--- src/rtl/core/tha_pkg.sv ---
// types and constants shared by the type hierarchy ancestor table
`timescale 1ns / 1ps

package tha_pkg;

  localparam int CODE_W     = 8;
  localparam int CODE_LIMIT = 256;
  localparam int CMP_W      = 9;

  localparam logic MODE_REGISTER = 1'b0;
  localparam logic MODE_QUERY    = 1'b1;

  typedef enum logic [1:0] {
    STATUS_OK      = 2'd0,
    STATUS_FULL    = 2'd1,
    STATUS_INVALID = 2'd2,
    STATUS_LOOP    = 2'd3
  } status_t;

  typedef struct packed {
    logic              mode;
    logic [CODE_W-1:0] parent_id;
    logic [CODE_W-1:0] subject_code;
    logic [CODE_W-1:0] target_code;
  } in_item_t;

  typedef struct packed {
    logic [CODE_W-1:0] assigned_code;
    logic              is_ancestor;
    status_t           status;
  } out_item_t;

  typedef enum logic [1:0] {
    ST_IDLE = 2'b01,
    ST_WALK = 2'b10
  } state_t;

endpackage

--- src/rtl/core/tha_parent_mem.sv ---
// parent code memory, one write port and one registered read port
`timescale 1ns / 1ps

module tha_parent_mem #(
  parameter int DEPTH  = 256,
  parameter int ADDR_W = 8
) (
  input  logic                        clk,
  input  logic                        wr_en,
  input  logic [ADDR_W-1:0]           wr_addr,
  input  logic [tha_pkg::CODE_W-1:0]  wr_data,
  input  logic [ADDR_W-1:0]           rd_addr,
  output logic [tha_pkg::CODE_W-1:0]  rd_data
);

  logic [tha_pkg::CODE_W-1:0] mem [DEPTH];
  logic [tha_pkg::CODE_W-1:0] rd_data_r;

  always_ff @(posedge clk) begin
    if (wr_en) begin
      mem[wr_addr] <= wr_data;
    end
  end

  always_ff @(posedge clk) begin
    rd_data_r <= mem[rd_addr];
  end

  assign rd_data = rd_data_r;

endmodule

--- src/rtl/core/tha_ctrl.sv ---
// sequencer: registration, parent walk and output register
`timescale 1ns / 1ps

module tha_ctrl #(
  parameter int TABLE_DEPTH = 256,
  parameter int IDX_W       = 8
) (
  input  logic                                clk,
  input  logic                                rst_n,
  input  logic                                in_valid,
  output logic                                in_stall,
  input  tha_pkg::in_item_t                   in_data,
  output logic                                out_valid,
  input  logic                                out_stall,
  output tha_pkg::out_item_t                  out_data,
  output logic                                mem_wr_en,
  output logic [IDX_W-1:0]                    mem_wr_addr,
  output logic [tha_pkg::CODE_W-1:0]          mem_wr_data,
  output logic [IDX_W-1:0]                    mem_rd_addr,
  input  logic [tha_pkg::CODE_W-1:0]          mem_rd_data
);

  localparam int CAPACITY = (TABLE_DEPTH < tha_pkg::CODE_LIMIT) ? TABLE_DEPTH
                                                                : tha_pkg::CODE_LIMIT;
  localparam int CNT_W  = $clog2(CAPACITY + 1);
  localparam int STEP_W = $clog2(CAPACITY + 2);
  localparam logic [CNT_W-1:0]  CNT_FULL   = CNT_W'(CAPACITY);
  localparam logic [STEP_W-1:0] STEP_LIMIT = STEP_W'(CAPACITY + 1);

  tha_pkg::state_t            state_r, state_nxt;
  logic [CNT_W-1:0]           count_r, count_nxt;
  logic [STEP_W-1:0]          steps_r, steps_nxt;
  logic                       first_r, first_nxt;
  logic [tha_pkg::CODE_W-1:0] subject_r, subject_nxt;
  logic [tha_pkg::CODE_W-1:0] target_r, target_nxt;
  logic [tha_pkg::CODE_W-1:0] prev_r, prev_nxt;
  logic                       out_valid_r, out_valid_nxt;
  tha_pkg::out_item_t         out_data_r, out_data_nxt;

  logic                       accept;
  logic                       slot_free;
  logic                       table_full;
  logic [tha_pkg::CODE_W-1:0] cur;
  logic                       cur_invalid;
  logic                       walk_done;
  tha_pkg::out_item_t         walk_res;

  assign slot_free  = !out_valid_r || !out_stall;
  assign in_stall   = !((state_r == tha_pkg::ST_IDLE) && slot_free);
  assign accept     = in_valid && !in_stall;
  assign table_full = (count_r >= CNT_FULL);

  assign cur         = first_r ? subject_r : mem_rd_data;
  assign cur_invalid = ({1'b0, cur} >= tha_pkg::CMP_W'(count_r));
  assign mem_rd_addr = cur[IDX_W-1:0];

  assign mem_wr_en   = accept && (in_data.mode == tha_pkg::MODE_REGISTER) && !table_full;
  assign mem_wr_addr = count_r[IDX_W-1:0];
  assign mem_wr_data = in_data.parent_id;

  // one level of the walk per cycle
  always_comb begin
    walk_done              = 1'b1;
    walk_res.assigned_code = '0;
    walk_res.is_ancestor   = 1'b0;
    walk_res.status        = tha_pkg::STATUS_OK;
    if (steps_r == STEP_LIMIT) begin
      walk_res.status = tha_pkg::STATUS_LOOP;
    end else if (cur_invalid) begin
      walk_res.status = tha_pkg::STATUS_INVALID;
    end else if (cur == target_r) begin
      walk_res.is_ancestor = 1'b1;
    end else if (cur == prev_r) begin
      walk_res.status = tha_pkg::STATUS_OK;
    end else begin
      walk_done = 1'b0;
    end
  end

  always_comb begin
    state_nxt     = state_r;
    count_nxt     = count_r;
    steps_nxt     = steps_r;
    first_nxt     = first_r;
    subject_nxt   = subject_r;
    target_nxt    = target_r;
    prev_nxt      = prev_r;
    out_valid_nxt = out_valid_r && out_stall;
    out_data_nxt  = out_data_r;
    case (state_r)
      tha_pkg::ST_IDLE: begin
        if (accept) begin
          if (in_data.mode == tha_pkg::MODE_REGISTER) begin
            out_valid_nxt = 1'b1;
            out_data_nxt.is_ancestor = 1'b0;
            if (table_full) begin
              out_data_nxt.assigned_code = '0;
              out_data_nxt.status        = tha_pkg::STATUS_FULL;
            end else begin
              out_data_nxt.assigned_code = tha_pkg::CODE_W'(count_r);
              out_data_nxt.status        = tha_pkg::STATUS_OK;
              count_nxt                  = count_r + CNT_W'(1);
            end
          end else begin
            subject_nxt = in_data.subject_code;
            target_nxt  = in_data.target_code;
            prev_nxt    = '0;
            steps_nxt   = '0;
            first_nxt   = 1'b1;
            state_nxt   = tha_pkg::ST_WALK;
          end
        end
      end
      tha_pkg::ST_WALK: begin
        if (walk_done) begin
          out_valid_nxt = 1'b1;
          out_data_nxt  = walk_res;
          state_nxt     = tha_pkg::ST_IDLE;
        end else begin
          prev_nxt  = cur;
          steps_nxt = steps_r + STEP_W'(1);
          first_nxt = 1'b0;
        end
      end
      default: begin
        state_nxt = tha_pkg::ST_IDLE;
      end
    endcase
  end

  always_ff @(posedge clk) begin
    if (!rst_n) begin
      state_r     <= tha_pkg::ST_IDLE;
      count_r     <= '0;
      out_valid_r <= 1'b0;
    end else begin
      state_r     <= state_nxt;
      count_r     <= count_nxt;
      out_valid_r <= out_valid_nxt;
    end
  end

  always_ff @(posedge clk) begin
    steps_r    <= steps_nxt;
    first_r    <= first_nxt;
    subject_r  <= subject_nxt;
    target_r   <= target_nxt;
    prev_r     <= prev_nxt;
    out_data_r <= out_data_nxt;
  end

  assign out_valid = out_valid_r;
  assign out_data  = out_data_r;

  a_count_bound: assert property (@(posedge clk) disable iff (!rst_n)
    count_r <= CNT_FULL)
    else $error("entry count above capacity");

  a_steps_bound: assert property (@(posedge clk) disable iff (!rst_n)
    (state_r == tha_pkg::ST_WALK) |-> (steps_r <= STEP_LIMIT))
    else $error("walk step counter past limit");

  a_write_idle: assert property (@(posedge clk) disable iff (!rst_n)
    mem_wr_en |-> ((state_r == tha_pkg::ST_IDLE) && !table_full))
    else $error("memory write outside idle or into full table");

  a_walk_result: assert property (@(posedge clk) disable iff (!rst_n)
    ((state_r == tha_pkg::ST_WALK) && walk_done) |=>
      (out_valid_r && (state_r == tha_pkg::ST_IDLE)))
    else $error("finished walk gave no result");

  a_no_drop: assert property (@(posedge clk) disable iff (!rst_n)
    ((state_r == tha_pkg::ST_WALK) && walk_done) |-> slot_free)
    else $error("walk finished while output slot held");

endmodule

--- src/rtl/core/type_hierarchy_ancestor_table.sv ---
// top level of the type hierarchy ancestor table: a register item appends a parent code at
// the next free code, returned as assigned_code (status full once min(TABLE_DEPTH, 256)
// types exist); a query item walks from subject_code up the parent chain with one memory
// read per level, set by the single read port of the parent memory, and ends with status
// loop when the walk limit is hit; the next item is taken once the result has moved into
// the output register and the output is not stalled, and the parent memory needs no
// clearing after reset since only filled entries are ever used
`timescale 1ns / 1ps

module type_hierarchy_ancestor_table #(
  parameter int TABLE_DEPTH = 256
) (
  input  logic               clk,
  input  logic               rst_n,
  input  logic               in_valid,
  output logic               in_stall,
  input  tha_pkg::in_item_t  in_data,
  output logic               out_valid,
  input  logic               out_stall,
  output tha_pkg::out_item_t out_data
);

  localparam int CAPACITY = (TABLE_DEPTH < tha_pkg::CODE_LIMIT) ? TABLE_DEPTH
                                                                : tha_pkg::CODE_LIMIT;
  localparam int IDX_W = $clog2(CAPACITY);

  logic                       mem_wr_en;
  logic [IDX_W-1:0]           mem_wr_addr;
  logic [tha_pkg::CODE_W-1:0] mem_wr_data;
  logic [IDX_W-1:0]           mem_rd_addr;
  logic [tha_pkg::CODE_W-1:0] mem_rd_data;

  tha_ctrl #(
    .TABLE_DEPTH (TABLE_DEPTH),
    .IDX_W       (IDX_W)
  ) u_ctrl (
    .clk         (clk),
    .rst_n       (rst_n),
    .in_valid    (in_valid),
    .in_stall    (in_stall),
    .in_data     (in_data),
    .out_valid   (out_valid),
    .out_stall   (out_stall),
    .out_data    (out_data),
    .mem_wr_en   (mem_wr_en),
    .mem_wr_addr (mem_wr_addr),
    .mem_wr_data (mem_wr_data),
    .mem_rd_addr (mem_rd_addr),
    .mem_rd_data (mem_rd_data)
  );

  tha_parent_mem #(
    .DEPTH  (CAPACITY),
    .ADDR_W (IDX_W)
  ) u_mem (
    .clk     (clk),
    .wr_en   (mem_wr_en),
    .wr_addr (mem_wr_addr),
    .wr_data (mem_wr_data),
    .rd_addr (mem_rd_addr),
    .rd_data (mem_rd_data)
  );

endmodule

--- config.mk ---
export PLATFORM = sky130hd
export DESIGN_NAME = type_hierarchy_ancestor_table
export DESIGN_NICKNAME = d
export VERILOG_FILES = /design/src/rtl/core/tha_pkg.sv /design/src/rtl/core/tha_parent_mem.sv /design/src/rtl/core/tha_ctrl.sv /design/src/rtl/core/type_hierarchy_ancestor_table.sv
export SDC_FILE = /design/constraint.sdc
export NUM_CORES = 2
export LEC_CHECK = 0
export ABC_CLOCK_PERIOD_IN_PS = 3050
export BUFFER_PORTS_ARGS = -buffer_cell sky130_fd_sc_hd__buf_2
export CAP_MARGIN = 20
export CORE_UTILIZATION = 30
export CTS_CLUSTER_DIAMETER = 30
export DETAILED_ROUTE_END_ITERATION = 8
export PLACE_DENSITY = 0.53
export SLEW_MARGIN = 20
export SYNTH_ARGS = -nofsm -noshare
export SYNTH_HDL_FRONTEND = slang
export SYNTH_HIERARCHICAL = 1
export SYNTH_SLANG_ARGS = --single-unit
--- constraint.sdc ---
create_clock -name clk -period 3.05 [get_ports clk]
set_input_delay 0.7625 -clock clk [delete_from_list [all_inputs] [get_ports clk]]
set_output_delay 0.7625 -clock clk [all_outputs]
set_load 0.02 [all_outputs]
Word level (Yosys, flattened, before mapping)
Memory sizes are Yosys's and may differ from the RTL's. A register that Yosys moved wholly into a read port is not among the register bits.
Cells that the tools add are included.

storage, ports and cells
  bits in registers = 57
  memories = 1
  memory bits (writable) = 2048
  output and inout bits = 13
  bits of input ports = 29

operators by class
  muxes and demuxes = 38
  reduce and logical (&&, ||, !) cells = 16
  bitwise logic cells = 2
  $add $sub $neg = 2
  magnitude comparators = 2
  equality and inequality tests = 10

memories
  memory     words  bits a word  read ports  clocked after Yosys merged registers in  wr ports  line                  text
  u_mem.mem  256    8            1           1                                        1         tha_parent_mem.sv:16  logic [tha_pkg::CODE_W-1:0] mem [DEPTH];

operators with widths
  cell                                                   count
  two-way mux 8 bit                                      5
  two-way mux 11 bit                                     3
  two-way mux 9 bit                                      3
  one-hot mux 11 bit (2 select lines)                    1
  adder 9 x 1 -> 9 bit, second input constant            2
  one-hot mux 9 bit (2 select lines)                     1
  equality test 8 bit                                    2
  two-way mux 1 bit                                      16
  one-hot mux 8 bit (2 select lines)                     1
  AND reduction 4 bit                                    3
  two-way mux 2 bit                                      5
  equality test 9 bit, second input constant             1
  >= comparator 8 x 9 -> 1 bit                           1
  >= comparator 9 bit, second input constant             1
  inequality test 2 bit, second input constant           3
  AND reduction 3 bit                                    2
  logical AND 1 bit                                      5
  zero test 1 bit                                        4
  inequality test 2 x 1 -> 1 bit, second input constant  2
  one-hot mux 1 bit (2 select lines)                     2
  one-hot mux 2 bit (2 select lines)                     1
  equality test 2 x 1 -> 1 bit, second input constant    1
  equality test 2 bit, second input constant             1
  NOT 1 bit                                              2
  2 further kinds                                        2

Longest topological paths before layout
  depth after elaboration = 8
  gate-level depth with buffers = 14
  depth with buffers taken out = 9

Modules after synthesis
The synthesis kept the hierarchy.

by module, submodules not included
  module          times used  sequential area each (µm²)  cells an instance  area each (µm²)
  tha_parent_mem  1           61659.1                     3733               79556.3
  tha_ctrl        1           1591.5                      263                2972.9

Worst setup path after synthesis
OpenSTA, ideal clock, no wires.

  path type = input -> register
  start point = input port out_stall
  end point = memory u_mem/mem[234][0] (netlist name), enable pin
  data required time = 2.680 ns
  slack = -0.018 ns
  arrival = 2.697 ns
  cell stages on the path = 7
  setup time = 0.370 ns
  path buffers = 3
  cell sequence = a21bo_4 nor3_4 clkbuf_1 buf_1 nand3_1 clkbuf_1 nor2_1

between the ends
  longest elaborated chain between the ends = 8

RTL lines
  what                                     line                                 text
  from (decl)                              type_hierarchy_ancestor_table.sv:19  input logic out_stall,
  zero test 1 bit                          tha_ctrl.sv:48                       assign slot_free = !out_valid_r || !out_stall;
  logical OR 1 bit                         tha_ctrl.sv:48
  logical AND 1 bit                        tha_ctrl.sv:49                       assign in_stall = !((state_r == tha_pkg::ST_IDLE) && slot_free);
  logical AND 1 bit                        tha_ctrl.sv:50                       assign accept = in_valid && !in_stall;
  logical AND 1 bit (2 in series)          tha_ctrl.sv:57                       assign mem_wr_en = accept && (in_data.mode == tha_pkg::MODE_REGISTER) && !table_full;
  net mem_wr_en                            type_hierarchy_ancestor_table.sv:27  logic mem_wr_en;
  two-way mux 1 bit                        tha_parent_mem.sv:20                 if (wr_en) begin
  two-way mux 1 bit (not written as such)  tha_parent_mem.sv:21                 mem[wr_addr] <= wr_data;
  to (decl)                                tha_parent_mem.sv:16

The timed path passes the listed nets, and every way through them passes these cells.

Worst setup path after layout
  start point = register u_ctrl.first_r
  end point = register u_mem.rd_data_r, in the netlist u_mem/rd_data[0] (read register of u_mem.mem)

between the ends
  longest elaborated chain between the ends = 1

RTL lines
  what                    line                                 text
  from (decl)             tha_ctrl.sv:33                       logic first_r, first_nxt;
  from (signal assigned)  tha_ctrl.sv:145                      first_r <= first_nxt;
  two-way mux 8 bit       tha_ctrl.sv:53                       assign cur = first_r ? subject_r : mem_rd_data;
  net mem_rd_addr[0]      type_hierarchy_ancestor_table.sv:30  logic [IDX_W-1:0] mem_rd_addr;
  to (decl)               tha_parent_mem.sv:17                 logic [tha_pkg::CODE_W-1:0] rd_data_r;

The timed path passes the listed nets, and every way through them passes these cells.
A chain may end at the register's enable or synchronous reset.

==> out/qor.txt <==
Routed len/inst: 25.6 um
Dpl cell area: 92300 um2
Gr ovfl total: 0
Die width: 526 um
Status: complete, but fails checks
CTS root buf: clkbuf_16
Largest net degree at the start of global routing: 149
Pleak: 0.0365 uW
Mean Syn Cell Area: 20.7 um2
Non-Filler Instances: 8961
Final estimated routing congestion in global placement: 0.836
Crit-path max FO: 7
Worst Max-Slew Pin Slew: 895 ps
Port buffer count: 41
Max Clock Freq: 292 MHz
Final hold vios: 0
Max clock buf depth: 4
Min-delay worst type: input pin to flop
Share of the synthesized area in the top cell type: 0.762
Final setup viols: 9
Crit path launch type: flop
Initial antenna violation count: 4
I/O pin cnt: 42
Core box area: 274000 um2
Wl on met1: 98800 um
Metal2 WL: 110000 um
Max cap viols: 0
Crit path kind: flop to flop
Post-synth ARST share: 0
CTS sink cnt: 2113
Gr usage total: 0.164
Iter 0 DRT Violations: 4456
Met3 WL: 15000 um
Reg-to-reg endpoint: u_mem/rd_data[0]
Slew headroom: 0.403
Synth Register Bits: 2113
R2R setup slack: -380 ps
Top sig layer: met4
DRT Pass-1 Iters: 6
Final instance area: 109000 um2
Post-synthesis cell type count: 74
CP Capture Point: u_mem/rd_data[0]
Inst Count DP: 8120
CTS Buf Count: 430
Reg-to-Reg Start: u_ctrl/first_r
Slew Viols, Final: 0
Unrepaired setup endpoints after global routing: true
Starting density of the core: 0.302
CP Data Required Time: 3860 ps
CP endpoint kind: flop
Routed Antenna Nets: 0
Mapped cell area: 82500 um2
Failing checks: setup timing
Synthesized Nets: 4039
Ys flop type: edfxtp_1
Post-route setup slack: -376 ps
Htree depth: 5
Final wirelength: 229000 um
Area Overhead vs Synth: 31.8%
Hpwl dp: 145000 um
CTS tree: yes
Critical Path AT: 4240 ps
Final worst path period need: 3430 ps
Peak VDD IR: 0.634 mV
Overall Power: 87300 uW
Tcrit/Tclk final: 1.12
R2R depth: 12
Vias in the first global route: 45985
Synth top area cells: edfxtp_1 (76%), mux4_2 (12%), mux2i_1 (1.7%), nor2_1 (1.4%), a22oi_1 (1.2%)
Clock Skew: 64.2 ps
Cells after Synth: 3996
Num rows: 192
Most frequent cells in the layout: edfxtp_1 (2093), buf_4 (687), mux4_2 (454)
Power Density: 802 nW/um2
Die Ht: 526 um
Clock transition at path regs: 40 ps
Finished Core Util: 0.398
Vias: 44499
Cell taking the most area after synthesis: edfxtp_1
EDFF count, synth: 2093
Crit path launch: u_ctrl/first_r
Total Die Area: 277000 um2
Worst skew pair latency: 950 ps
DR vias/cell: 4.97
Synth Warn #: 6
First-pass GRT wire length: 330000 um
Fin nets: 5067
Share of layout cells above drive strength 1: 0.390
Most common cell after layout, fill and taps aside: edfxtp_1
Sequential area share after synthesis: 0.766
DR DRC count: 0
==> synth_stat cells (22+ instances only) <==
cell type,count
a21oi_1,104
a22oi_1,133
buf_1,22
buf_2,31
buf_4,43
buf_6,22
clkbuf_1,117
edfxtp_1,2093
inv_1,22
mux2i_1,142
mux4_2,454
nand2_1,47
nand3_1,38
nor2_1,308
nor2b_1,33
nor3_1,31
nor4_1,24
o221ai_1,46
o22ai_1,28
==> per-stage QoR <==
| step | hold slack [ps] | setup TNS [ps] | setup slack (ps) |
|---|---|---|---|
| after floorplan | 470 | -9770 | -17.5 |
| after global placement | 510 | -7470 | -1180 |
| after detailed placement | 524 | -5110 | -753 |
| after CTS | 86.8 | -2520 | -381 |
| after global routing | 142 | -8320 | -463 |
| final | 160 | -2610 | -376 |
==> cell families after synthesis <==
group           Yosys count  share of synthesized area
buf+inv                 279                     0.0205
xor+xnor                 27                    0.00287
flops                  2113                      0.766
simple gates            548                     0.0306
fa+ha+maj                14                    0.00212
compound gates          414                     0.0353
mux                     601                      0.142
==> per-layer routing <==
layer / vias to the layer above / global-route usage
met5: - / 0
met4: 0 / 0.0501
met3: 376 / 0.0325
met2: 1610 / 0.263
met1: 23664 / 0.223
li1: 18849 / -
==> flip-flops by register name, indices dropped and copies added (netlist names) <==
register	count
u_mem/mem	2048
u_ctrl/out_data	11
u_ctrl/count_r	9
u_ctrl/steps_r	9
u_ctrl/prev_r	8
u_ctrl/subject_r	8
u_ctrl/target_r	8
u_mem/rd_data	8
u_ctrl/state_r	2
u_ctrl/first_r	1
u_ctrl/out_valid	1
==> critical path, cell delays in order, from the launching register on <==
cell and delay [ps]:
edfxtp_1 460, mux2i_4 230, bufinv_16 250, buf_16 160, buf_12 130, buf_4 160
mux4_2 540, nor2b_1 160, a211oi_2 260, nor3_1 140, nor4_4 470, buf_4 230
nor4_4 60
==> final cells by class <==
class | instances | area, um2
antenna | 5 | 12.5
clock buffer | 470 | 11000
clock inverter | 305 | 4010
fill | 24092 | 165000
inverter | 23 | 121
multi-input combinational | 1604 | 18200
sequential | 2113 | 63300
tap | 3589 | 4490
timing repair buffer | 852 | 7690
==> worst min-delay path by stage <==
stage / from / endpoint / slack (ps) / cells past startpoint
final: in_data[24] / u_ctrl/state_r[0] / 160 / 3
after floorplan: u_ctrl/count_r[7] / u_ctrl/count_r[7] / 470 / 2
after detailed placement: u_ctrl/state_r[0] / u_ctrl/state_r[0] / 520 / 1
after global routing: in_data[24] / u_ctrl/state_r[0] / 140 / 3
after global placement: u_ctrl/state_r[0] / u_ctrl/state_r[0] / 510 / 1
after CTS: in_data[24] / u_ctrl/state_r[0] / 90 / 3
==> power by group <==
group / total, uW / leakage (uW) / switching, uW / internal (uW)
logic: 6760 / 0.0102 / 3770 / 2990
registers: 32300 / 0.0190 / 169 / 32200
clock network: 48200 / 0.00728 / 15100 / 33100
==> repair_timing <==
item,4_1_cts,5_1_grt
resized for setup,107,34
pin swaps,23,8
hold buffers,16,0
setup endpoints to repair,26,41
cloned,8,1
setup buffers,35,2
hold endpoints to repair,16,0
No activity file was read; power rests on OpenSTA's default activity.
